`config.mk`:
```
export PLATFORM = sky130hd
export DESIGN_NAME = gbw_out_fifo
export DESIGN_NICKNAME = d
export VERILOG_FILES = /design/src/sv/gbw_pkg.sv /design/src/sv/gbw_out_fifo.sv
export SDC_FILE = /design/constraint.sdc
export NUM_CORES = 1
export LEC_CHECK = 0
export ABC_CLOCK_PERIOD_IN_PS = 2250
export BUFFER_PORTS_ARGS = -buffer_cell sky130_fd_sc_hd__buf_2
export CAP_MARGIN = 20
export CORE_ASPECT_RATIO = 0.9
export CORE_MARGIN = 2
export CORE_UTILIZATION = 49
export CTS_CLUSTER_DIAMETER = 40
export DETAILED_ROUTE_END_ITERATION = 10
export PLACE_DENSITY = 0.7
export RECOVER_POWER = 100
export REMOVE_ABC_BUFFERS = 1
export SLEW_MARGIN = 5
export SYNTH_ARGS = -nofsm -noshare
export SYNTH_HDL_FRONTEND = slang
export SYNTH_SLANG_ARGS = --single-unit
```
`constraint.sdc`:
```
create_clock -name clk_i -period 2.25 [get_ports clk_i]
set_input_delay 0.1125 -clock clk_i [delete_from_list [all_inputs] [get_ports clk_i]]
set_output_delay 0.1125 -clock clk_i [all_outputs]
set_load 0.05 [all_outputs]
```
`src/sv/gbw_pkg.sv`:
```
// Shared types and constants for the Gaussian blur window filter.
// No dependencies; every other file of the block uses this package.
`default_nettype none

package gbw_pkg;

  localparam int PIX_W           = 8;
  localparam int COEF_W          = 12;
  localparam int COEFF_FRAC_BITS = 12;
  localparam int FW_W            = 11;
  localparam int FH_W            = 13;
  localparam int CFG_IDX_W       = 3;
  localparam int CFG_DATA_W      = 60;
  localparam int OUT_DEPTH       = 8;

  localparam logic [FW_W-1:0] FRAME_WIDTH_RST  = 11'd640;
  localparam logic [FH_W-1:0] FRAME_HEIGHT_RST = 13'd480;

  // Kernel rows 4 down to 0
  localparam logic [4:0][CFG_DATA_W-1:0] KERNEL_RST = {
    60'd0, 60'd0, 60'd69206272, 60'd8594129408, 60'd69206272
  };

  typedef enum logic [CFG_IDX_W-1:0] {
    REG_FRAME_WIDTH  = 3'd0,
    REG_FRAME_HEIGHT = 3'd1,
    REG_KERNEL_ROW_0 = 3'd2,
    REG_KERNEL_ROW_1 = 3'd3,
    REG_KERNEL_ROW_2 = 3'd4,
    REG_KERNEL_ROW_3 = 3'd5,
    REG_KERNEL_ROW_4 = 3'd6
  } cfg_reg_e;

  typedef enum logic {
    OP_PIXEL = 1'b0,
    OP_DRAIN = 1'b1
  } opcode_e;

  typedef struct packed {
    logic             last;
    logic [PIX_W-1:0] pix;
  } result_t;

endpackage

`default_nettype wire

```
`src/sv/gbw_out_fifo.sv`:
```
// Result queue between the arithmetic pipeline and the output stream.
// Depends on gbw_pkg for the result word type.
`default_nettype none

module gbw_out_fifo #(
  parameter int DEPTH = 8,
  parameter int CNT_W = 4
) (
  input  wire logic             clk_i,
  input  wire logic             rst_ni,
  input  wire logic             push_i,
  input  wire gbw_pkg::result_t push_data_i,
  output logic                  valid_o,
  output gbw_pkg::result_t      data_o,
  input  wire logic             ready_i,
  output logic [CNT_W-1:0]      count_o
);

  localparam int PTR_W = $clog2(DEPTH);

  gbw_pkg::result_t mem_q [DEPTH];
  logic [PTR_W-1:0] wr_ptr_q, rd_ptr_q;
  logic [CNT_W-1:0] count_q;
  logic             pop;

  assign valid_o = count_q != '0;
  assign pop     = valid_o && ready_i;
  assign data_o  = mem_q[rd_ptr_q];
  assign count_o = count_q;

  always_ff @(posedge clk_i) begin
    if (push_i) begin
      mem_q[wr_ptr_q] <= push_data_i;
    end
  end

  always_ff @(posedge clk_i or negedge rst_ni) begin
    if (!rst_ni) begin
      wr_ptr_q <= '0;
      rd_ptr_q <= '0;
      count_q  <= '0;
    end else begin
      if (push_i) begin
        wr_ptr_q <= (wr_ptr_q == PTR_W'(DEPTH - 1)) ? '0 : wr_ptr_q + 1'b1;
      end
      if (pop) begin
        rd_ptr_q <= (rd_ptr_q == PTR_W'(DEPTH - 1)) ? '0 : rd_ptr_q + 1'b1;
      end
      if (push_i && !pop) begin
        count_q <= count_q + 1'b1;
      end else if (pop && !push_i) begin
        count_q <= count_q - 1'b1;
      end
    end
  end

endmodule

`default_nettype wire

```
# After elaboration in Yosys (flattened, before gate mapping)
# Memories as Yosys holds them, arrays and structs flattened.
# Cells that the tools add are included.
# Widths: inputs -> output; s select.
# op_classes
n_reduce_logical,7
eq_ne,2
n_mux,6
addsub,4
# ops
cell,count
$mux 4,2
$add 3x1->3 const B,2
$eq 3x3->1 const B,2
$mux 3,2
$add 4x1->4 const B,1
$reduce_bool 4->1,1
$sub 4x1->4 const B,1
$logic_and 1x1->1,3
$logic_not 1->1,2
$mux 1,2
$reduce_bool 2->1,1
# word_totals
regBits,10
input_bits,13
wordCells,23
ram_bits,72
output_inout_bits,14
n_memories,1
# mem_list
name,words,width,read_ports,rd_ports_with_merged_regs,wr,line,text
mem_q,8,9,1,0,1,gbw_out_fifo.sv:21,gbw_pkg::result_t mem_q [DEPTH];

# Depth between registers and ports, before layout
# Gate-level depths: netlist of the first run.
# logic_depth
word_depth,5
depth_mapped,7
ltp_nobuf,7

# Least setup slack after synthesis of the first run
# OpenSTA, ideal clock, no wires.
# synth_timing
path_type,register -> register
startpoint,"reg count_q[0], in the netlist count_o[0]"
endpoint,"reg count_q[3], in the netlist count_o[3]"
n_path_buf,0
setup_time_ns,0.131
path_stages_with_launch,8
slack_ns,-0.449
synth_period_minus_slack_ns,2.699
t_required_ns,2.119
arrival_ns,2.568
cell_sequence,dfrtp_1 -> o41ai_4 -> ha_1 -> inv_1 -> ha_1 -> or4_1 -> o211ai_1 -> o211ai_1
# synth_between
elab_chain_len,5
elab_cells_between_ends,10
cone_classes,add/sub: 2; mux: 2; reduce/logical: 6
# synth_rtl
item,line,text
"start, declared",gbw_out_fifo.sv:23,logic [CNT_W-1:0] count_q;
"start signal, assigned",gbw_out_fifo.sv:50,count_q <= count_q + 1'b1;
"start signal, assigned",gbw_out_fifo.sv:52,count_q <= count_q - 1'b1;
branches (longest 5 deep; another with $sub 4x1->4),--,
# Several ways; the timed one is not identified. The select of a mux whose other input is x is not followed.
# A chain may end at the register's enable or synchronous reset.

# Worst setup path after layout of the first run
# Same ends and word-level chain as after synthesis.

==> impl_metrics.env, run 1 <==
export IMPL_worst_pin_slew_ps=597
export IMPL_die_x_um=92.2
export IMPL_synth_xor_xnor_area_share_pct=0.511
export IMPL_worst_slack_ps=-12.6
export IMPL_synth_compound_area_share_pct=2.52
export IMPL_yosys_top_cells_area="edfxtp_1 (63%), mux4_1 (13%), dfrtp_1 (7.3%), mux2_2 (4.3%), ha_1 (2.6%)"
export IMPL_p_per_area_mw_per_mm2=1380
export IMPL_synth_area_mux_share_pct=18.2
export IMPL_timing_fmax_ghz=0.442
export IMPL_numCtsBuffers=9
export IMPL_wl_met3_um=331
export IMPL_crit_required_ps=2480
export IMPL_critical_path_max_stage_delay_ps=490
export IMPL_seqCellArea_mm2=0.00241
export IMPL_drv_slew=0
export IMPL_fill_cells=493
export IMPL_setup_viol=1
export IMPL_cts_root_buf="clkbuf_8"
export IMPL_outcome="finished, violations left"
export IMPL_pin_count=27
export IMPL_synth_top_cell_area_share_pct=63.0
export IMPL_p_clk_share_pct=19.7
export IMPL_start_util_pct=51.3
export IMPL_cp_common_cell="o211ai_1"
export IMPL_startpoint_type="flop"
export IMPL_min_from="push_i"
export IMPL_multi_input_area_um2=998
export IMPL_ys_seq_elements=82
export IMPL_final_setup_tns_ps=-12.6
export IMPL_cts_tree="done"
export IMPL_drcViolationCount=0
export IMPL_r2r_start="count_o[0]"
export IMPL_synth_top_family_by_area="multiplexers"
export IMPL_path_cells="o41ai_4, ha_2, inv_4, ha_4, or4_1, o211ai_1, o211ai_1"
export IMPL_routed_wl_um=6370
export IMPL_reg2reg_to="count_o[3]"
export IMPL_top_layer_used="met4"
export IMPL_vdd_drop_max_mv=0.694
export IMPL_drt_pass1_iter_count=5
export IMPL_yosys_area_share_adder_pct=3.14
export IMPL_antenna_found_initial=0
export IMPL_gp_congestion=0.764
export IMPL_final_min_clock_period_ps=2260
export IMPL_ys_async_sr_fraction_pct=12.2
export IMPL_netlist_instances=169
export IMPL_design_die_area_mm2=0.00769
export IMPL_worst_path_max_fanout=4
export IMPL_violations="setup timing"
export IMPL_arrival_ps=2490
export IMPL_fin_nets=248
export IMPL_drv_cap=0
export IMPL_dr_wl_met2_um=3400
export IMPL_whs_path_depth=2
export IMPL_clk_pin_slew_ps=80
export IMPL_synth_most_common_cell="edfxtp_1"
export IMPL_synth_edf_count=72
export IMPL_dpl_hpwl_um=4230
export IMPL_synth_main_ff_cell="edfxtp_1"
export IMPL_antenna_left=0
export IMPL_internal_power_mw=3.52
export IMPL_wl_per_cell_um=19.8
export IMPL_grt_max_degree=16
export IMPL_yosys_warnings=0
export IMPL_die_y_um=83.4
export IMPL_crit_path_end_kind="flop"
export IMPL_syn_area_mm2=0.00343
export IMPL_power_total_mw=5.62
export IMPL_critPathTopFamily="compound AO/OA/AOI/OAI gates"
export IMPL_seqPwrFrac_pct=38.0
export IMPL_cts_sinks=82
export IMPL_p_switching_mw=2.10
export IMPL_vias=1781
export IMPL_hold_path_end="wr_ptr_q[1]"
export IMPL_yosys_area_share_simple_pct=3.90
export IMPL_grt_pass1_vias=1906
export IMPL_syn_avg_cell_area_um2=20.3
export IMPL_area_delta_synth_final_pct=18.5
export IMPL_rsz0062_at_grt="yes"
export IMPL_drt_iter0_drc=134
export IMPL_cts_max_level=3
export IMPL_grt_usage_pct=18.1
export IMPL_r2r_cells=7
export IMPL_drive_above_1_share_pct=29.4
export IMPL_synthTopCellsByCount="edfxtp_1 (72), mux4_1 (17), mux2_2 (13), dfrtp_1 (10)"
export IMPL_rows=28
export IMPL_skew_ps=5.64
export IMPL_yosysTopAreaCell="edfxtp_1"
export IMPL_swShare_pct=37.4
export IMPL_worstSetupPathType="flop to flop"
export IMPL_clk_latency_ps=350
export IMPL_viasPerCell=5.55
export IMPL_cp_num_buf_inv=1
export IMPL_p_leak_nw=1.44
export IMPL_wl_met1_um=2530
export IMPL_ys_seq_area_share_pct=70.3
export IMPL_ctsLongestPathBuffers=2
export IMPL_n_antenna_cell=0
export IMPL_hold_viol=0
export IMPL_r2r_slack_ps=-10
export IMPL_grt_pass1_wl_um=10100
export IMPL_period_share_pct=101
export IMPL_portBuffers=26
export IMPL_relSlewSlack_pct=60.4
export IMPL_hold_path_class="input pin to flop"
export IMPL_design_core_area_mm2=0.00669
export IMPL_combPwrFrac_pct=42.3
export IMPL_slowest_stage="or4_1"
export IMPL_ys_types=28
export IMPL_grt_overflow_total=0
==> stage by stage <==
step	hold slack, ps	utilization [%]	setup WS, ps	area, um^2	instances
floorplan	-183	-	-449	3390	163
global placement	-18.7	56.6	105	3790	298
detailed placement	-9.44	56.6	-7.52	3790	298
CTS	7.76	60.5	33.4	4050	317
global route	86.2	60.8	-80.0	4070	321
finish	48.8	60.8	-12.6	4070	321
==> cells by family after synthesis <==
group                      count (synthesis)
DFF                                       82
muxes                                     32
and+or+nand+nor                           27
AOI/OAI and AO/OA                         10
buffers and inverters                      8
adders and majority gates                  8
xor gates and xnor gates                   2
==> cells in the final DEF (no fill, tap or decap), drive strengths merged <==
cell type	instances
nor2	7
mux2i	1
buf	35
a21o	1
nand3b	2
or3	1
fa	1
nand2	6
clkinv	2
nor3	4
mux2	13
dlygate4sd3	1
mux4	18
xnor2	2
clkbuf	27
a21oi	2
dfrtp	10
o21ai	3
o211ai	2
o41ai	1
nand3	2
nand2b	3
or4	2
a2111o	1
inv	2
edfxtp	72
ha	7
clkinvlp	1
bufinv	2
==> registers in the layout, indices dropped and copies added (netlist names) <==
register,flops
count_o,4
wr_ptr_q,3
mem_q,72
rd_ptr_q,3
==> worst max path at each step <==
stage | start | end | slack (ps) | cells after the start
2_1_floorplan | count_o[0] | count_o[3] | -450 | 7
3_3_place_gp | count_o[0] | count_o[3] | 110 | 7
6_report | count_o[0] | count_o[3] | -10 | 7
5_1_grt | count_o[0] | count_o[3] | -80 | 8
3_5_place_dp | count_o[0] | count_o[3] | -8 | 7
4_1_cts | count_o[2] | count_o[3] | 30 | 8
==> layout make-up <==
type,instances,share of cell area [%]
clock inverter,5,1.97
inverter,2,0.246
timing repair buffer,53,7.94
multi-input combinational,79,24.6
clock buffer,10,3.14
sequential,82,59.4
tap,90,2.77
==> power groups by stage <==
stage	clock network (mW)	logic, mW	registers, mW
3_3_place_gp	0	2.17	2.15
5_1_grt	1.19	2.53	2.17
2_1_floorplan	0	1.42	2.34
4_1_cts	1.13	2.34	2.14
3_5_place_dp	0	2.27	2.18
6_report	1.11	2.38	2.14
==> timing repair <==
item | CTS | global route
pin swaps | 3 | 5
gates resized for setup | 4 | 4
setup endpoints to repair | 1 | 1
hold endpoints to repair | 10 | 0
hold buffers | 1 | 0
buffers inserted | 3 | 4
==> per-layer routing <==
layer	global-route usage, %	up-vias
met5	0	-
met4	6.78	0
li1	-	815
met3	5.72	10
met2	30.3	50
met1	22.0	906
Power figures use the tool's default switching activity.
==> inputs of run 2 (changes only) <==
- ABC_AREA: not set -> 1
- ABC_CLOCK_PERIOD_IN_PS: 2250 -> 2200
- CAP_MARGIN: 20 -> not set
- PLACE_DENSITY: 0.7 -> 0.67
- clock period: 2.25 -> 2.2 ns (I/O delays scaled with it)
==> run 2 against run 1 <==
  * The flow now finishes without violations
  * Non-clock buffer count decreased by 11
  * Routed wire length increased by 7.1%
  * Cell count increased by 43%
  * Combinational power increased by 2%
  * Clock power about the same
  * Hold slack improved by 28 ps
  * Clock skew decreased by 3.6 ps
  * Largest cell class unchanged
==> impl_metrics.env, run 2 <==
export IMPL_hold_viol=0
export IMPL_antenna_left=0
export IMPL_drcViolationCount=0
export IMPL_synth_area_mux_share_pct=0
export IMPL_use_met2_pct=28.6
export IMPL_synth_most_common_cell="nand2_1"
export IMPL_grt_pass1_vias=2199
export IMPL_gp_congestion=0.835
export IMPL_clk_latency_ps=340
export IMPL_cts_tree="done"
export IMPL_grt_pass1_wl_um=11000
export IMPL_fin_nets=384
export IMPL_ys_async_sr_fraction_pct=12.2
export IMPL_cp_num_buf_inv=1
export IMPL_drt_pass1_iter_count=4
export IMPL_layout_commonest_cell="nand2_1"
export IMPL_routed_wl_um=6820
export IMPL_min_from="push_i"
export IMPL_grt_usage_pct=18.6
export IMPL_multi_input_area_um2=961
export IMPL_design_core_area_mm2=0.00700
export IMPL_rows=29
export IMPL_worst_pin_slew_ps=739
export IMPL_arrival_ps=2170
export IMPL_seqCellArea_mm2=0.00241
export IMPL_cts_resized=0
export IMPL_final_cell_mix="nand2_1 (127), edfxtp_1 (72), nor2_1 (30)"
export IMPL_vias=2323
export IMPL_period_share_pct=88.1
export IMPL_synthTopCellsByCount="nand2_1 (127), edfxtp_1 (72), nor2_1 (30), o21ai_0 (29), o21ai_1 (13)"
export IMPL_worst_path_max_fanout=5
export IMPL_outcome="finished clean"
export IMPL_grt_busiest_layer="met2"
export IMPL_drive_above_1_share_pct=9.26
export IMPL_critical_path_max_stage_delay_ps=420
export IMPL_die_x_um=93.3
export IMPL_drv_cap=0
export IMPL_r2r_slack_ps=260
export IMPL_cts_sinks=82
export IMPL_synth_compound_area_share_pct=6.27
export IMPL_synth_top_family_by_area="simple AND/OR/NAND/NOR gates"
export IMPL_drt_iter0_drc=184
export IMPL_n_antenna_cell=0
export IMPL_r2r_cells=11
export IMPL_start_util_pct=50.2
export IMPL_largest_register_ffs=72
export IMPL_timing_fmax_ghz=0.516
export IMPL_top_register="mem_q"
export IMPL_grt_max_degree=38
export IMPL_grt_overflow_total=0
export IMPL_cts_root_buf="clkbuf_8"
export IMPL_synth_edf_count=72
export IMPL_p_leak_nw=1.55
export IMPL_yosys_area_share_adder_pct=3.06
export IMPL_r2r_start="count_o[3]"
export IMPL_setup_viol=0
export IMPL_yosys_area_share_simple_pct=17.5
export IMPL_synth_top_cell_area_share_pct=61.5
export IMPL_portBuffers=26
export IMPL_relSlewSlack_pct=50.8
export IMPL_cts_max_level=3
export IMPL_skew_ps=2.08
export IMPL_viasPerCell=5.05
export IMPL_worstSetupPathType="flop to flop"
export IMPL_slowest_stage="dfrtp_1"
export IMPL_drv_slew=0
export IMPL_critPathTopFamily="simple AND/OR/NAND/NOR gates"
export IMPL_vdd_drop_max_mv=0.815
export IMPL_crit_required_ps=2440
export IMPL_hold_path_class="input pin to flop"
export IMPL_grt_use_met3_pct=2.87
export IMPL_ys_seq_area_share_pct=68.7
export IMPL_ys_seq_elements=82
export IMPL_reg2reg_to="count_o[3]"
export IMPL_area_delta_synth_final_pct=12.5
export IMPL_whs_path_depth=2
export IMPL_dpl_hpwl_um=4190
export IMPL_grt_use_met1_pct=25.9
export IMPL_ys_types=19
export IMPL_die_y_um=84.3
export IMPL_wl_per_cell_um=14.8
export IMPL_cp_common_cell="nand2_1"
export IMPL_pin_count=27
export IMPL_antenna_found_initial=0
export IMPL_syn_avg_cell_area_um2=10.9
export IMPL_synth_xor_xnor_area_share_pct=0.499
export IMPL_stdcell_count=460
export IMPL_rsz0062_at_grt="no"
export IMPL_ctsLongestPathBuffers=2
export IMPL_crit_path_end_kind="flop"
export IMPL_synth_main_ff_cell="edfxtp_1"
export IMPL_final_min_clock_period_ps=1940
export IMPL_p_per_area_mw_per_mm2=1420
export IMPL_hold_path_end="wr_ptr_q[1]"
export IMPL_final_setup_tns_ps=0
export IMPL_startpoint_type="flop"
export IMPL_clk_pin_slew_ps=80
export IMPL_syn_area_mm2=0.00351
export IMPL_yosys_warnings=0
export IMPL_yosys_top_cells_area="edfxtp_1 (62%), nand2_1 (14%), dfrtp_1 (7.1%), o21ai_0 (4.1%), nor2_1 (3.2%)"
export IMPL_path_cells="nor2_1, nand2_1, nand2_1, ha_1, inv_1, ha_1, or2_2, nand2_1, nand2_1, nand3_1, nand2_1"
export IMPL_numCtsBuffers=9
export IMPL_design_die_area_mm2=0.00786
export IMPL_fill_cells=613
export IMPL_dp_cells=444
export IMPL_netlist_instances=321
export IMPL_yosysTopAreaCell="edfxtp_1"
==> run 2: changes by cell type in the layout (fill, tap and decap cells not counted), moves of 3 or more <==
cell      before  now
clkbuf_2       0    7
nor2_1         7   30
buf_2         12    4
nor3_1         4    0
nand2b_1       3    0
inv_1          1    9
nand3_1        1    4
mux2_2        13    0
o21ai_1        0   13
clkbuf_1      18   24
buf_4         21    7
nand2_1        6  127
mux4_1        17    0
o21ai_0        3   29
==> run 2: timing repair <==
item                                    4_1_cts  5_1_grt
hold buffers                                  1        0
endpoints found under the setup margin        0        0
setup buffers                                 0        0
hold endpoints to repair                     10        0
==> run 2: kinds of logic (layout without fill, tap and decap cells) <==
kind of cell / Yosys count / count (layout)
flops: 82 / 82
xor+xnor: 2 / 2
compound gates: 44 / 44
buf+inv: 23 / 69
fa+ha+maj: 8 / 8
simple gates: 162 / 162
==> run 2: layout make-up <==
| type | count | area share (%) |
|---|---|---|
| well taps | 93 | 2.94 |
| inverters | 12 | 1.33 |
| clock buffers | 10 | 3.23 |
| flip-flops and latches | 82 | 61.0 |
| clock inverters | 5 | 2.03 |
| multi-input cells | 216 | 24.3 |
| repair buffers | 42 | 5.16 |
==> run 2: routing by layer <==
layer / wire length (um) / share of wire, % / up-vias
met1: 3220 / 47 / 1094
met3: 272 / 4.0 / 14
met2: 3160 / 46 / 52
met5: 0 / 0 / -
li1: - / - / 1163
met4: 164 / 2.4 / 0
==> run 2: per-stage QoR <==
stage / total power [mW] / area, um^2 / setup WS (ps) / util (%) / hold slack (ps)
3_3_place_gp: 4.51 / 3780 / 333 / 54.0 / -11.0
5_1_grt: 5.99 / 3950 / 93.3 / 56.5 / 77.7
4_1_cts: 5.69 / 4000 / 265 / 57.2 / 22.0
2_1_floorplan: 3.84 / 3430 / -450 / - / -186
3_5_place_dp: 4.55 / 3780 / 280 / 54.0 / -11.3
6_report: 5.62 / 3950 / 262 / 56.5 / 77.0
==> run 2: power breakdown <==
group          internal, mW  switching [mW]
registers              1.94           0.116
logic                 0.640            1.78
clock network         0.632           0.511
==> run 2: worst max-delay path by stage <==
stage	startpoint	end	slack, ps	cells after the start
final	count_o[3]	count_o[3]	260	11
after global routing	rd_ptr_q[0]	data_o[2]	90	6
after CTS	count_o[3]	count_o[3]	260	11
after detailed placement	count_o[3]	count_o[3]	280	11
after global placement	count_o[1]	count_o[3]	330	11
after floorplan	count_o[0]	count_o[3]	-450	11
