File: src/sv/gbw_pkg.sv
// Shared types and constants for the Gaussian blur window filter.
// No dependencies; every other file of the block uses this package.
`default_nettype none

package gbw_pkg;

  localparam int PIX_W           = 8;
  localparam int COEF_W          = 12;
  localparam int COEFF_FRAC_BITS = 12;
  localparam int FW_W            = 11;
  localparam int FH_W            = 13;
  localparam int CFG_IDX_W       = 3;
  localparam int CFG_DATA_W      = 60;
  localparam int OUT_DEPTH       = 8;

  localparam logic [FW_W-1:0] FRAME_WIDTH_RST  = 11'd640;
  localparam logic [FH_W-1:0] FRAME_HEIGHT_RST = 13'd480;

  // Kernel rows 4 down to 0
  localparam logic [4:0][CFG_DATA_W-1:0] KERNEL_RST = {
    60'd0, 60'd0, 60'd69206272, 60'd8594129408, 60'd69206272
  };

  typedef enum logic [CFG_IDX_W-1:0] {
    REG_FRAME_WIDTH  = 3'd0,
    REG_FRAME_HEIGHT = 3'd1,
    REG_KERNEL_ROW_0 = 3'd2,
    REG_KERNEL_ROW_1 = 3'd3,
    REG_KERNEL_ROW_2 = 3'd4,
    REG_KERNEL_ROW_3 = 3'd5,
    REG_KERNEL_ROW_4 = 3'd6
  } cfg_reg_e;

  typedef enum logic {
    OP_PIXEL = 1'b0,
    OP_DRAIN = 1'b1
  } opcode_e;

  typedef struct packed {
    logic             last;
    logic [PIX_W-1:0] pix;
  } result_t;

endpackage

`default_nettype wire

File: src/sv/gbw_cell.sv
// Window column cell: holds one column of the window, passes it to the next
// cell on shift, and forms the weighted column sum. Depends on gbw_pkg.
`default_nettype none

module gbw_cell #(
  parameter int TAPS  = 3,
  parameter int SUM_W = 22
) (
  input  wire logic                                 clk_i,
  input  wire logic                                 shift_en_i,
  input  wire logic [TAPS-1:0][gbw_pkg::PIX_W-1:0]  col_i,
  output logic      [TAPS-1:0][gbw_pkg::PIX_W-1:0]  col_o,
  input  wire logic [TAPS-1:0][gbw_pkg::COEF_W-1:0] weight_i,
  input  wire logic                                 col_ok_i,
  output logic      [SUM_W-1:0]                     sum_o
);

  localparam int PW = gbw_pkg::PIX_W + gbw_pkg::COEF_W;

  logic [TAPS-1:0][gbw_pkg::PIX_W-1:0] col_q;
  logic [TAPS-1:0][PW-1:0]             prod_d;
  logic [TAPS-1:0][PW-1:0]             prod_q;
  logic [SUM_W-1:0]                    sum_d;
  logic [SUM_W-1:0]                    sum_q;

  always_ff @(posedge clk_i) begin
    if (shift_en_i) begin
      col_q <= col_i;
    end
  end

  // Drop the whole column when it lies outside the frame for this output
  always_comb begin
    for (int dy = 0; dy < TAPS; dy++) begin
      prod_d[dy] = col_ok_i ? PW'(col_q[dy]) * PW'(weight_i[dy]) : '0;
    end
  end

  always_comb begin
    sum_d = '0;
    for (int dy = 0; dy < TAPS; dy++) begin
      sum_d = sum_d + SUM_W'(prod_q[dy]);
    end
  end

  always_ff @(posedge clk_i) begin
    prod_q <= prod_d;
    sum_q  <= sum_d;
  end

  assign col_o = col_q;
  assign sum_o = sum_q;

endmodule

`default_nettype wire

File: config.mk
export PLATFORM = sky130hd
export DESIGN_NAME = gbw_cell
export DESIGN_NICKNAME = d
export VERILOG_FILES = /design/src/sv/gbw_pkg.sv /design/src/sv/gbw_cell.sv
export SDC_FILE = /design/constraint.sdc
export NUM_CORES = 1
export LEC_CHECK = 0
export BUFFER_PORTS_ARGS = -buffer_cell sky130_fd_sc_hd__buf_2
export CELL_PAD_IN_SITES_DETAIL_PLACEMENT = 2
export CELL_PAD_IN_SITES_GLOBAL_PLACEMENT = 2
export CORE_AREA = 2 2 212 162
export DETAILED_ROUTE_END_ITERATION = 8
export DIE_AREA = 0 0 214 164
export PLACE_DENSITY_LB_ADDON = 0.3
export REMOVE_ABC_BUFFERS = 1
export SYNTH_ARGS = -nofsm -noshare
export SYNTH_HDL_FRONTEND = slang
export SYNTH_SLANG_ARGS = --single-unit
File: constraint.sdc
create_clock -name clk_i -period 6.22 [get_ports clk_i]
set_input_delay 1.244 -clock clk_i [delete_from_list [all_inputs] [get_ports clk_i]]
set_output_delay 1.244 -clock clk_i [all_outputs]
set_load 0.005 [all_outputs]
Word-level counts from Yosys, hierarchy flattened
Cells that the tools add are included.

word-level totals
  register bits after elaboration = 106
  bits of input ports = 63
  output and inout port bits = 46

cells by class
  $add $sub $neg = 2
  $mul = 3

operators by type and width
  kind            count
  $mul 8x12->20   3
  $add 21x20->22  1
  $add 20x20->21  1

Depth between registers and ports, before layout
Gate-level depths: netlist of run 1.

  depth in word-level cells = 2
  gate-level depth with buffers = 18

Least setup slack after synthesis of run 1
No wires, ideal clock.

  path kind = input to register
  start = in weight_i[31] (netlist bit)
  end = reg prod_q[58] (netlist bit)
  setup time = 0.072 ns
  data arrival time = 5.228 ns
  data required time = 6.148 ns
  path slack = 0.921 ns
  stages = 15
  buffers on the path = 0
  path through = and2_1 fa_1 fa_1 fa_1 inv_1 fa_1 inv_1 ha_1 a21oi_1 nand2b_1 o2111ai_4 a21oi_2 or4b_1 a31oi_1 mux2i_1

on the way
  longest elaborated chain between the ends = 1

ends and longest elaborated chain
  what                  line            text
  from (decl)           gbw_cell.sv:13  input wire logic [TAPS-1:0][gbw_pkg::COEF_W-1:0] weight_i,
  $mul 8x12->20         gbw_cell.sv:35  prod_d[dy] = col_ok_i ? PW'(col_q[dy]) * PW'(weight_i[dy]) : '0;
  to (signal assigned)  gbw_cell.sv:47  prod_q <= prod_d;
  to (decl)             gbw_cell.sv:22  logic [TAPS-1:0][PW-1:0] prod_q;

Every way passes these cells.
A chain may end at the register's enable or synchronous reset.

Worst setup path in the final report of run 1
  start = in weight_i[28] (netlist bit)
  end = reg prod_q[58] (netlist bit)

Same word-level chain as after synthesis.

==> out/qor.txt, run 1 <==
outcome - finished, final reports clean
Final setup violation count - 0
worst setup slack after layout - 0.6913 ns
CTS root buffer - clkbuf_16
via count - 9580
DR iter-0 viols - 331
Power per Cell Area - 457.3 nW/um2
vias in the first global route - 11270
CP Class - in -> reg
number of synthesized flops with an enable pin - 24
core box area - 33020 um2
total gr overflow - 0
Worst slew margin - 49.89%
Sinks on Clock Net - 106
Post-CTS Resized - 0
most used flip-flop cell after synthesis - dfxtp_1
initial antenna violation count - 0
critical path fanouts, max - 8
Reg2Reg Setup Slack - 1.01 ns
RSZ-0062 raised after global routing - false
CTS buffer count - 9
largest net degree at the start of global routing - 30
synth unique cells - 56
fin util - 43.61%
syn avg cell area - 9.558 um2
gpl congestion - 0.8155
Slew Viols, Final - 0
# rows - 58
hold_ws - 0.5899 ns
proportion of layout cells with a drive suffix above 1 - 9.508%
Inserted Diodes - 0
global-route wire length before repair - 60730 um
crit path DAT - 5.82 ns
# Max-Cap Violations - 0
Vias/cell - 5.010
H-tree depth - 3
DIE AREA - 35100 um2
Overall Global Routing Usage - 21.92%
VDD IR max - 0.1937 mV
register area share after synthesis - 18.07%
Max Fclk - 180.9 MHz
Post-DRT Antenna Nets - 0
share of flip-flops with an asynchronous set or reset - 0%
pin slew with the least headroom to its limit - 0.7517 ns
Fin. Hold Viols - 0
Layout Skew - 0.01296 ns
CTS clk-pin slew, worst paths - 0.07 ns
Wirelength per Cell - 18.86 um
Synth top area share - 30.78%
# IOs - 109
Worst EP required - 6.51 ns
crit end category - register
Routed WL - 36060 um
Die Ht - 164 um
Mapped Cells - 1368
post-route minimum period - 5.529 ns
largest area contributor in the netlist - fa_1
dpl ws - 0.3649 ns
setup TNS - 0 ns
chip width - 214 um
synth top area cells - fa_1 (31%), ha_1 (13%), dfxtp_1 (13%), and2_1 (12%), inv_1 (6.8%)
Post-DP HPWL - 30220 um
DR DRC count - 0
fin nets - 1861
period utilization - 88.89%
Yosys reg bits - 106
startpoint types - input pin
area grow syn2layout - 10.12%
worst-case clock buffer depth - 2
CTS tree - done
drt first pass iters - 4
Post-CTS Hold Fix Bufs - 0
buffer count from post-CTS setup fixing - 0
IO buf count - 108
leakage - 7.149 nW
Mapped Area - 13080 um2
Initial Util - 39.60%
worst hold path class - reg -> reg
clk_lat worst skew - 0.38 ns
Syn. warnings - 0
-- routing by layer --
metal	global-route usage (%)	part of all wire, %	routed length, um
met5	0	0	0
met4	5.022	1.4	510
met3	2.667	2.0	708
met2	38.18	50	17930
met1	29.31	47	16910
-- placed cells by master (no fill, tap or decap), types with 3 or more instances in the layout --
master,count
a211o_1,4
a211oi_1,12
a21boi_0,3
a21o_1,14
a21oi_1,40
a31oi_1,7
and2_1,243
and3_1,6
buf_2,108
buf_4,3
clkbuf_16,12
dfxtp_1,82
edfxtp_1,24
fa_1,201
ha_1,139
inv_1,236
mux2i_1,3
nand2_1,80
nand2b_1,14
nand3_1,9
nor2_1,53
nor2b_1,12
nor3_1,17
o211ai_1,3
o21a_1,12
o21ai_0,31
o21ai_1,3
o21bai_1,3
o31a_1,4
o31ai_1,3
o41ai_1,4
xnor2_1,32
xor2_1,12
-- power breakdown --
part	total, mW	switching, mW	internal [mW]	leakage, nW
registers	1.12	0.163	0.958	0.918
logic	4.83	2.80	2.03	6.07
clock network	0.634	0.289	0.344	0.157
-- final timing paths --
path | cells after the start | end | from
setup / recovery | 16 | prod_q[58] | weight_i[28]
hold / removal | 3 | sum_o[0] | prod_q[20]
setup reg to reg | 15 | prod_q[58] | col_o[18]
hold reg to reg | 3 | sum_o[0] | prod_q[20]
-- synth_stat cells, drive strengths merged, types with 2 or more instances --
cell type / count
o21bai: 4
edfxtp: 24
o21ai: 35
o31ai: 3
a21o: 15
a31oi: 7
a211o: 4
or4b: 2
dfxtp: 82
nor3: 17
nor2b: 12
nand2: 80
a211oi: 13
nand3: 9
nand4: 2
mux2i: 3
or2: 2
o211ai: 3
a21oi: 41
a31o: 2
and2: 243
a2111oi: 2
fa: 201
o41ai: 4
o31a: 5
a21boi: 3
inv: 236
xor2: 12
ha: 139
a41oi: 2
xnor2: 32
o21a: 12
and3: 7
clkbuf: 32
nand2b: 14
nor2: 53
-- registers in the layout, indices dropped and copies added (netlist names) --
signal and cells:
sum_o 22, col_o 24, prod_q 60
-- kinds of logic (layout without fill, tap and decap cells) --
family	after synthesis	count (layout)	share of synthesized area, %
flops	106	106	18.07
xor+xnor	44	44	2.947
fa+ha+maj	340	340	44.08
mux	3	3	0.2297
buf+inv	268	362	7.694
compound gates	163	163	8.459
simple gates	444	444	18.53
-- worst max-delay path, cell delays in order --
cell and delay [ns]:
buf_2 0.15, and2_1 0.19, fa_1 0.55, fa_1 0.46
fa_1 0.51, inv_1 0.06, fa_1 0.48, inv_1 0.05
ha_1 0.35, a21oi_1 0.26, nand2b_1 0.16, o2111ai_4 0.26
a21oi_2 0.11, or4b_1 0.52, a31oi_1 0.24, mux2i_1 0.24
-- cell type report --
type | instances | area, um2
fill | 3573 | 18620
tap | 450 | 563.0
inverter | 236 | 885.9
clock buffer | 13 | 304.0
clock inverter | 2 | 13.76
timing repair buffer | 111 | 563.0
sequential | 106 | 2362
multi-input combinational | 994 | 9707
-- through the flow --
stage / total power [mW] / std cells / cell area, um2
after CTS: 6.683 / 1912 / 14400
after floorplan: 4.520 / 1336 / 12950
final: 6.584 / 1912 / 14400
after detailed placement: 5.961 / 1897 / 14080
after global routing: 7.327 / 1912 / 14400
after global placement: 5.686 / 1897 / 14080
Note: power is estimated with default switching activity, not from simulation.
==> run 2, diff against run 1 <==
==> constraint.sdc (replaced) <==
create_clock -name clk_i -period 6.22 [get_ports clk_i]
set_input_delay 0.311 -clock clk_i [delete_from_list [all_inputs] [get_ports clk_i]]
set_output_delay 0.311 -clock clk_i [all_outputs]
set_load 0.005 [all_outputs]
==> out/qor.txt, run 2 (synthesized netlist as in run 1, its figures left out) <==
Layout fillers - 3605
reg-to-reg endpoint - prod_q[58]
buffer count from post-CTS setup fixing - 0
chip width - 214 um
# Max-Cap Violations - 0
CP Class - reg -> reg
pin slew with the least headroom to its limit - 0.7448 ns
area grow syn2layout - 9.857%
IO buf count - 108
largest net degree at the start of global routing - 34
RSZ-0062 raised after global routing - false
Reg2Reg Setup Slack - 1.10 ns
VDD IR max - 0.1626 mV
CTS tree - done
# rows - 58
DIE AREA - 35100 um2
Vias/cell - 5.035
H-tree depth - 3
via count - 9627
Final setup violation count - 0
period utilization - 82.30%
initial antenna violation count - 1
# IOs - 109
Overall Global Routing Usage - 21.73%
worst hold path class - in -> reg
total gr overflow - 0
Layout Skew - 0.01646 ns
clk_lat worst skew - 0.37 ns
Initial Util - 39.60%
Post-DRT Antenna Nets - 0
startpoint types - register
drt first pass iters - 4
Worst R2R Path Depth - 15
Routed WL - 35910 um
Fin. Hold Viols - 0
hold path start - col_i[19]
Max Fclk - 195.3 MHz
DR DRC count - 0
hold-critical path endpoint - col_o[19]
leakage - 7.132 nW
core box area - 33020 um2
Post-DP HPWL - 30160 um
CTS clk-pin slew, worst paths - 0.08 ns
Most flops, register - prod_q
Reg-to-Reg Start - col_o[19]
Worst slew margin - 50.35%
vias in the first global route - 11420
critical path fanouts, max - 13
crit path DAT - 5.42 ns
most frequent cells in the layout - and2_1 (243), inv_1 (236), fa_1 (201)
hold_ws - 0.1079 ns
global-route wire length before repair - 60640 um
Power per Cell Area - 452.9 nW/um2
post-route minimum period - 5.119 ns
flip-flop and latch area - 2362 um2
Wirelength per Cell - 18.78 um
proportion of layout cells with a drive suffix above 1 - 9.576%
setup TNS - 0 ns
Worst EP required - 6.52 ns
multi-input logic area - 9707 um2
max reg flops - 60
worst-case clock buffer depth - 2
Post-CTS Resized - 0
DR iter-0 viols - 324
commonest non-fill, non-tap cell in the layout - and2_1
CTS root buffer - clkbuf_16
CTS buffer count - 9
crit end category - register
Slew Viols, Final - 0
outcome - finished, final reports clean
Die Ht - 164 um
Sinks on Clock Net - 106
Hold Path Cell Cnt - 1
Post-CTS Hold Fix Bufs - 0
gpl congestion - 0.7779
fin nets - 1860
Inserted Diodes - 0
==> run 2: cell types whose count changed in the layout (fill, tap and decap cells not counted), sizes merged <==
cell | previous run | this run
clkinv | 1 | 4
buf | 111 | 110
clkbuf | 13 | 11
==> run 2: worst max path at each step <==
stage	from	end	slack, ns	cells after the start
after floorplan	col_o[18]	prod_q[58]	1.60	15
after global placement	col_o[2]	prod_q[16]	1.30	16
after detailed placement	col_o[18]	prod_q[58]	1.10	15
after CTS	col_o[18]	prod_q[58]	1.04	15
after global routing	col_o[2]	prod_q[16]	0.72	16
final	col_o[19]	prod_q[58]	1.10	15
==> run 2: critical path, stage by stage (launching register included) <==
cell	delay, ns
edfxtp_1	0.60
and2_1	0.26
fa_1	0.50
fa_1	0.51
fa_1	0.50
inv_1	0.05
fa_1	0.47
inv_1	0.04
ha_1	0.35
a21oi_1	0.29
nand2b_1	0.16
o2111ai_4	0.26
a21oi_2	0.12
or4b_1	0.51
a31oi_1	0.22
mux2i_1	0.20
==> run 2: final cells by class <==
type / count / area share, %
flip-flops and latches: 106 / 16.45
inverters: 236 / 6.167
clock inverters: 5 / 0.2613
clock buffers: 11 / 1.760
multi-input cells: 994 / 67.58
well taps: 450 / 3.920
repair buffers: 110 / 3.868
==> run 2: report_power, final <==
group	internal (mW)	switching [mW]
logic	2.03	2.77
clock network	0.296	0.291
registers	0.958	0.161
total	3.28	3.22
==> run 2: layer usage <==
layer  track usage [%]  vias up  share of wire, %
li1                  -     4488                 -
met1             28.48     5014                46
met2             38.74       90                50
met3             2.648       33               2.1
met4             4.577        2               1.6
met5                 0        -             0.036
==> run 2: through the flow <==
stage / instances / util [%] / cell area (um2) / worst slack [ns] / total power, mW
finish: 1912 / 43.50 / 14360 / 1.101 / 6.506
global route: 1912 / 43.50 / 14360 / 0.7242 / 7.278
CTS: 1912 / 43.50 / 14360 / 1.039 / 6.612
detailed placement: 1896 / 42.62 / 14070 / 1.101 / 5.925
global placement: 1896 / 42.62 / 14070 / 1.304 / 5.680
floorplan: 1336 / - / 12950 / 1.600 / 4.520
==> run 3, diff against run 2 <==
--- a/config.mk
+++ b/config.mk
@@ -5,12 +5,13 @@
 export SDC_FILE = /design/constraint.sdc
 export NUM_CORES = 1
 export LEC_CHECK = 0
+export ABC_AREA = 1
 export BUFFER_PORTS_ARGS = -buffer_cell sky130_fd_sc_hd__buf_2
 export CELL_PAD_IN_SITES_DETAIL_PLACEMENT = 2
 export CELL_PAD_IN_SITES_GLOBAL_PLACEMENT = 2
-export CORE_AREA = 2 2 212 162
+export CORE_AREA = 2 2 250 190
 export DETAILED_ROUTE_END_ITERATION = 8
-export DIE_AREA = 0 0 214 164
+export DIE_AREA = 0 0 252 192
 export PLACE_DENSITY_LB_ADDON = 0.3
 export REMOVE_ABC_BUFFERS = 1
 export SYNTH_ARGS = -nofsm -noshare
==> constraint.sdc (replaced) <==
create_clock -name clk_i -period 4.6 [get_ports clk_i]
set_input_delay 0.23 -clock clk_i [delete_from_list [all_inputs] [get_ports clk_i]]
set_output_delay 0.23 -clock clk_i [all_outputs]
set_load 0.005 [all_outputs]
==> out/qor.txt, run 3 <==
outcome - finished, final reports clean
Vias/cell - 4.503
RSZ-0062 raised after global routing - false
Power per Cell Area - 615.4 nW/um2
Final setup violation count - 0
setup TNS - 0 ns
gpl congestion - 0.8186
period utilization - 94.23%
crit path DAT - 4.63 ns
largest area contributor in the netlist - fa_1
synth unique cells - 29
Layout fillers - 5520
Worst EP required - 4.89 ns
Routed WL - 44790 um
Post-DP HPWL - 38060 um
number of synthesized flops with an enable pin - 24
total gr overflow - 0
Layout Skew - 0.01760 ns
commonest non-fill, non-tap cell in the layout - nand2_1
Yosys reg bits - 106
synth top area cells - fa_1 (28%), nand2_1 (17%), inv_1 (16%), ha_1 (12%), dfxtp_1 (11%)
CP Class - reg -> reg
M1 WL - 22190 um
Slew Viols, Final - 0
fin util - 35.46%
Post-DRT Antenna Nets - 0
max reg flops - 60
VDD IR max - 0.2669 mV
Wirelength per Cell - 16.26 um
most frequent cells in the layout - nand2_1 (647), inv_1 (628), fa_1 (201)
Fin. Hold Viols - 0
Final Cell Area - 16230 um2
# rows - 68
WL met3 - 855 um
Most flops, register - prod_q
Die Ht - 192 um
Sinks on Clock Net - 106
# Max-Cap Violations - 0
worst-case clock buffer depth - 2
drt first pass iters - 6
synth cell count leaders - nand2_1 (648), inv_1 (628), fa_1 (201), ha_1 (139), nor2_1 (85)
via count - 12410
H-tree depth - 3
CTS tree - done
CTS clk-pin slew, worst paths - 0.09 ns
placed cell area - 15560 um2
register area share after synthesis - 16.26%
vias in the first global route - 14030
fin nets - 2558
Overall Global Routing Usage - 19.26%
syn avg cell area - 7.056 um2
routed wl met2 - 21480 um
worst hold path class - in -> reg
DIE AREA - 48380 um2
global-route wire length before repair - 73080 um
highest routed layer - met4
startpoint types - register
Initial Util - 31.74%
Synth top area share - 27.70%
hold_ws - 0.04730 ns
CP max stage delay - 0.71 ns
Worst slew margin - 49.26%
Mapped Cells - 2059
Bufs and invs on worst path - 3
core box area - 45770 um2
largest net degree at the start of global routing - 49
Inserted Diodes - 0
CTS buffer count - 9
clk_lat worst skew - 0.40 ns
Total Power - 9.991 mW
share of flip-flops with an asynchronous set or reset - 0%
initial antenna violation count - 0
crit end category - register
most common cell in the netlist - nand2_1
area grow syn2layout - 11.74%
Max Fclk - 230.7 MHz
DR DRC count - 0
Top delay family on crit path - adder cells
pin slew with the least headroom to its limit - 0.7611 ns
leakage - 10.43 nW
CTS root buffer - clkbuf_16
most used flip-flop cell after synthesis - dfxtp_1
post-route minimum period - 4.334 ns
IO buf count - 108
critical path fanouts, max - 13
crit-path cells - nand2_1 > fa_1 > fa_1 > inv_1 > fa_1 > inv_1 > fa_1 > inv_1 > ha_1 > nand2_1 > nor2_1 > nand3_1 > nand2_1 > nand2_1 > a21oi_1 > nor2_1
chip width - 252 um
proportion of layout cells with a drive suffix above 1 - 7.222%
Mapped Area - 14530 um2
DR iter-0 viols - 337
cell at the slowest stage of the critical path - edfxtp_1
# IOs - 109
Syn. warnings - 0
[run 3: cells by family (layout without fill, tap and decap cells)]
family / Yosys count / after routing / synth area share (%)
simple gates: 807 / 807 / 21.77
buf+inv: 694 / 795 / 18.03
fa+ha+maj: 340 / 340 / 39.67
flops: 106 / 106 / 16.26
compound gates: 100 / 100 / 3.540
xor+xnor: 12 / 12 / 0.7234
[run 3: worst register-to-register path, stage by stage (launching register included)]
cell and delay (ns):
edfxtp_1 0.71, nand2_1 0.17, fa_1 0.52, fa_1 0.50
inv_1 0.05, fa_1 0.54, inv_1 0.06, fa_1 0.53
inv_1 0.04, ha_1 0.33, nand2_1 0.09, nor2_1 0.09
nand3_1 0.08, nand2_1 0.19, nand2_1 0.11, a21oi_1 0.15
nor2_1 0.07
[run 3: what timing repair did]
action / in CTS / in global routing
hold buffers: 20 / 2
setup endpoints to repair: 0 / 11
hold endpoints to repair: 20 / 2
gates resized for setup: 0 / 1
buffers inserted: 0 / 19
[run 3: path summary, 6_finish.rpt]
kind	depth (start not counted)	slack, ns	end	from
worst max-delay path	16	0.27	prod_q[19]	col_o[5]
worst min-delay path	1	0.05	col_o[12]	col_i[12]
worst max register to register	16	0.27	prod_q[19]	col_o[5]
worst min register to register	3	0.59	sum_o[0]	prod_q[40]
[run 3: area by class of cell]
| cell class | count | area, um2 | share of cell area, % |
|---|---|---|---|
| clock buffers | 10 | 239.0 | 1.472 |
| clock inverters | 6 | 63.81 | 0.3931 |
| inverters | 628 | 2357 | 14.52 |
| multi-input cells | 1259 | 9548 | 58.82 |
| flip-flops and latches | 106 | 2362 | 14.55 |
| well taps | 595 | 744.5 | 4.586 |
| repair buffers | 151 | 918.4 | 5.657 |
[run 3: stage by stage]
step,cells,worst slack (ns)
after detailed placement,2698,0.2303
after floorplan,1993,0.7563
final,2755,0.2656
after CTS,2734,0.1996
after global routing,2755,0.001238
after global placement,2698,0.3090
[run 3: where the power goes]
part	leakage (nW)	switching [mW]	internal, mW	total [mW]
clock network	0.148	0.442	0.399	0.841
logic	9.36	5.00	2.63	7.63
registers	0.919	0.223	1.29	1.52
[run 3: metal layers]
metal	up-vias	global-route usage (%)
li1	6034	-
met1	6270	26.47
met2	85	33.17
met3	17	2.534
met4	0	2.412
met5	-	0
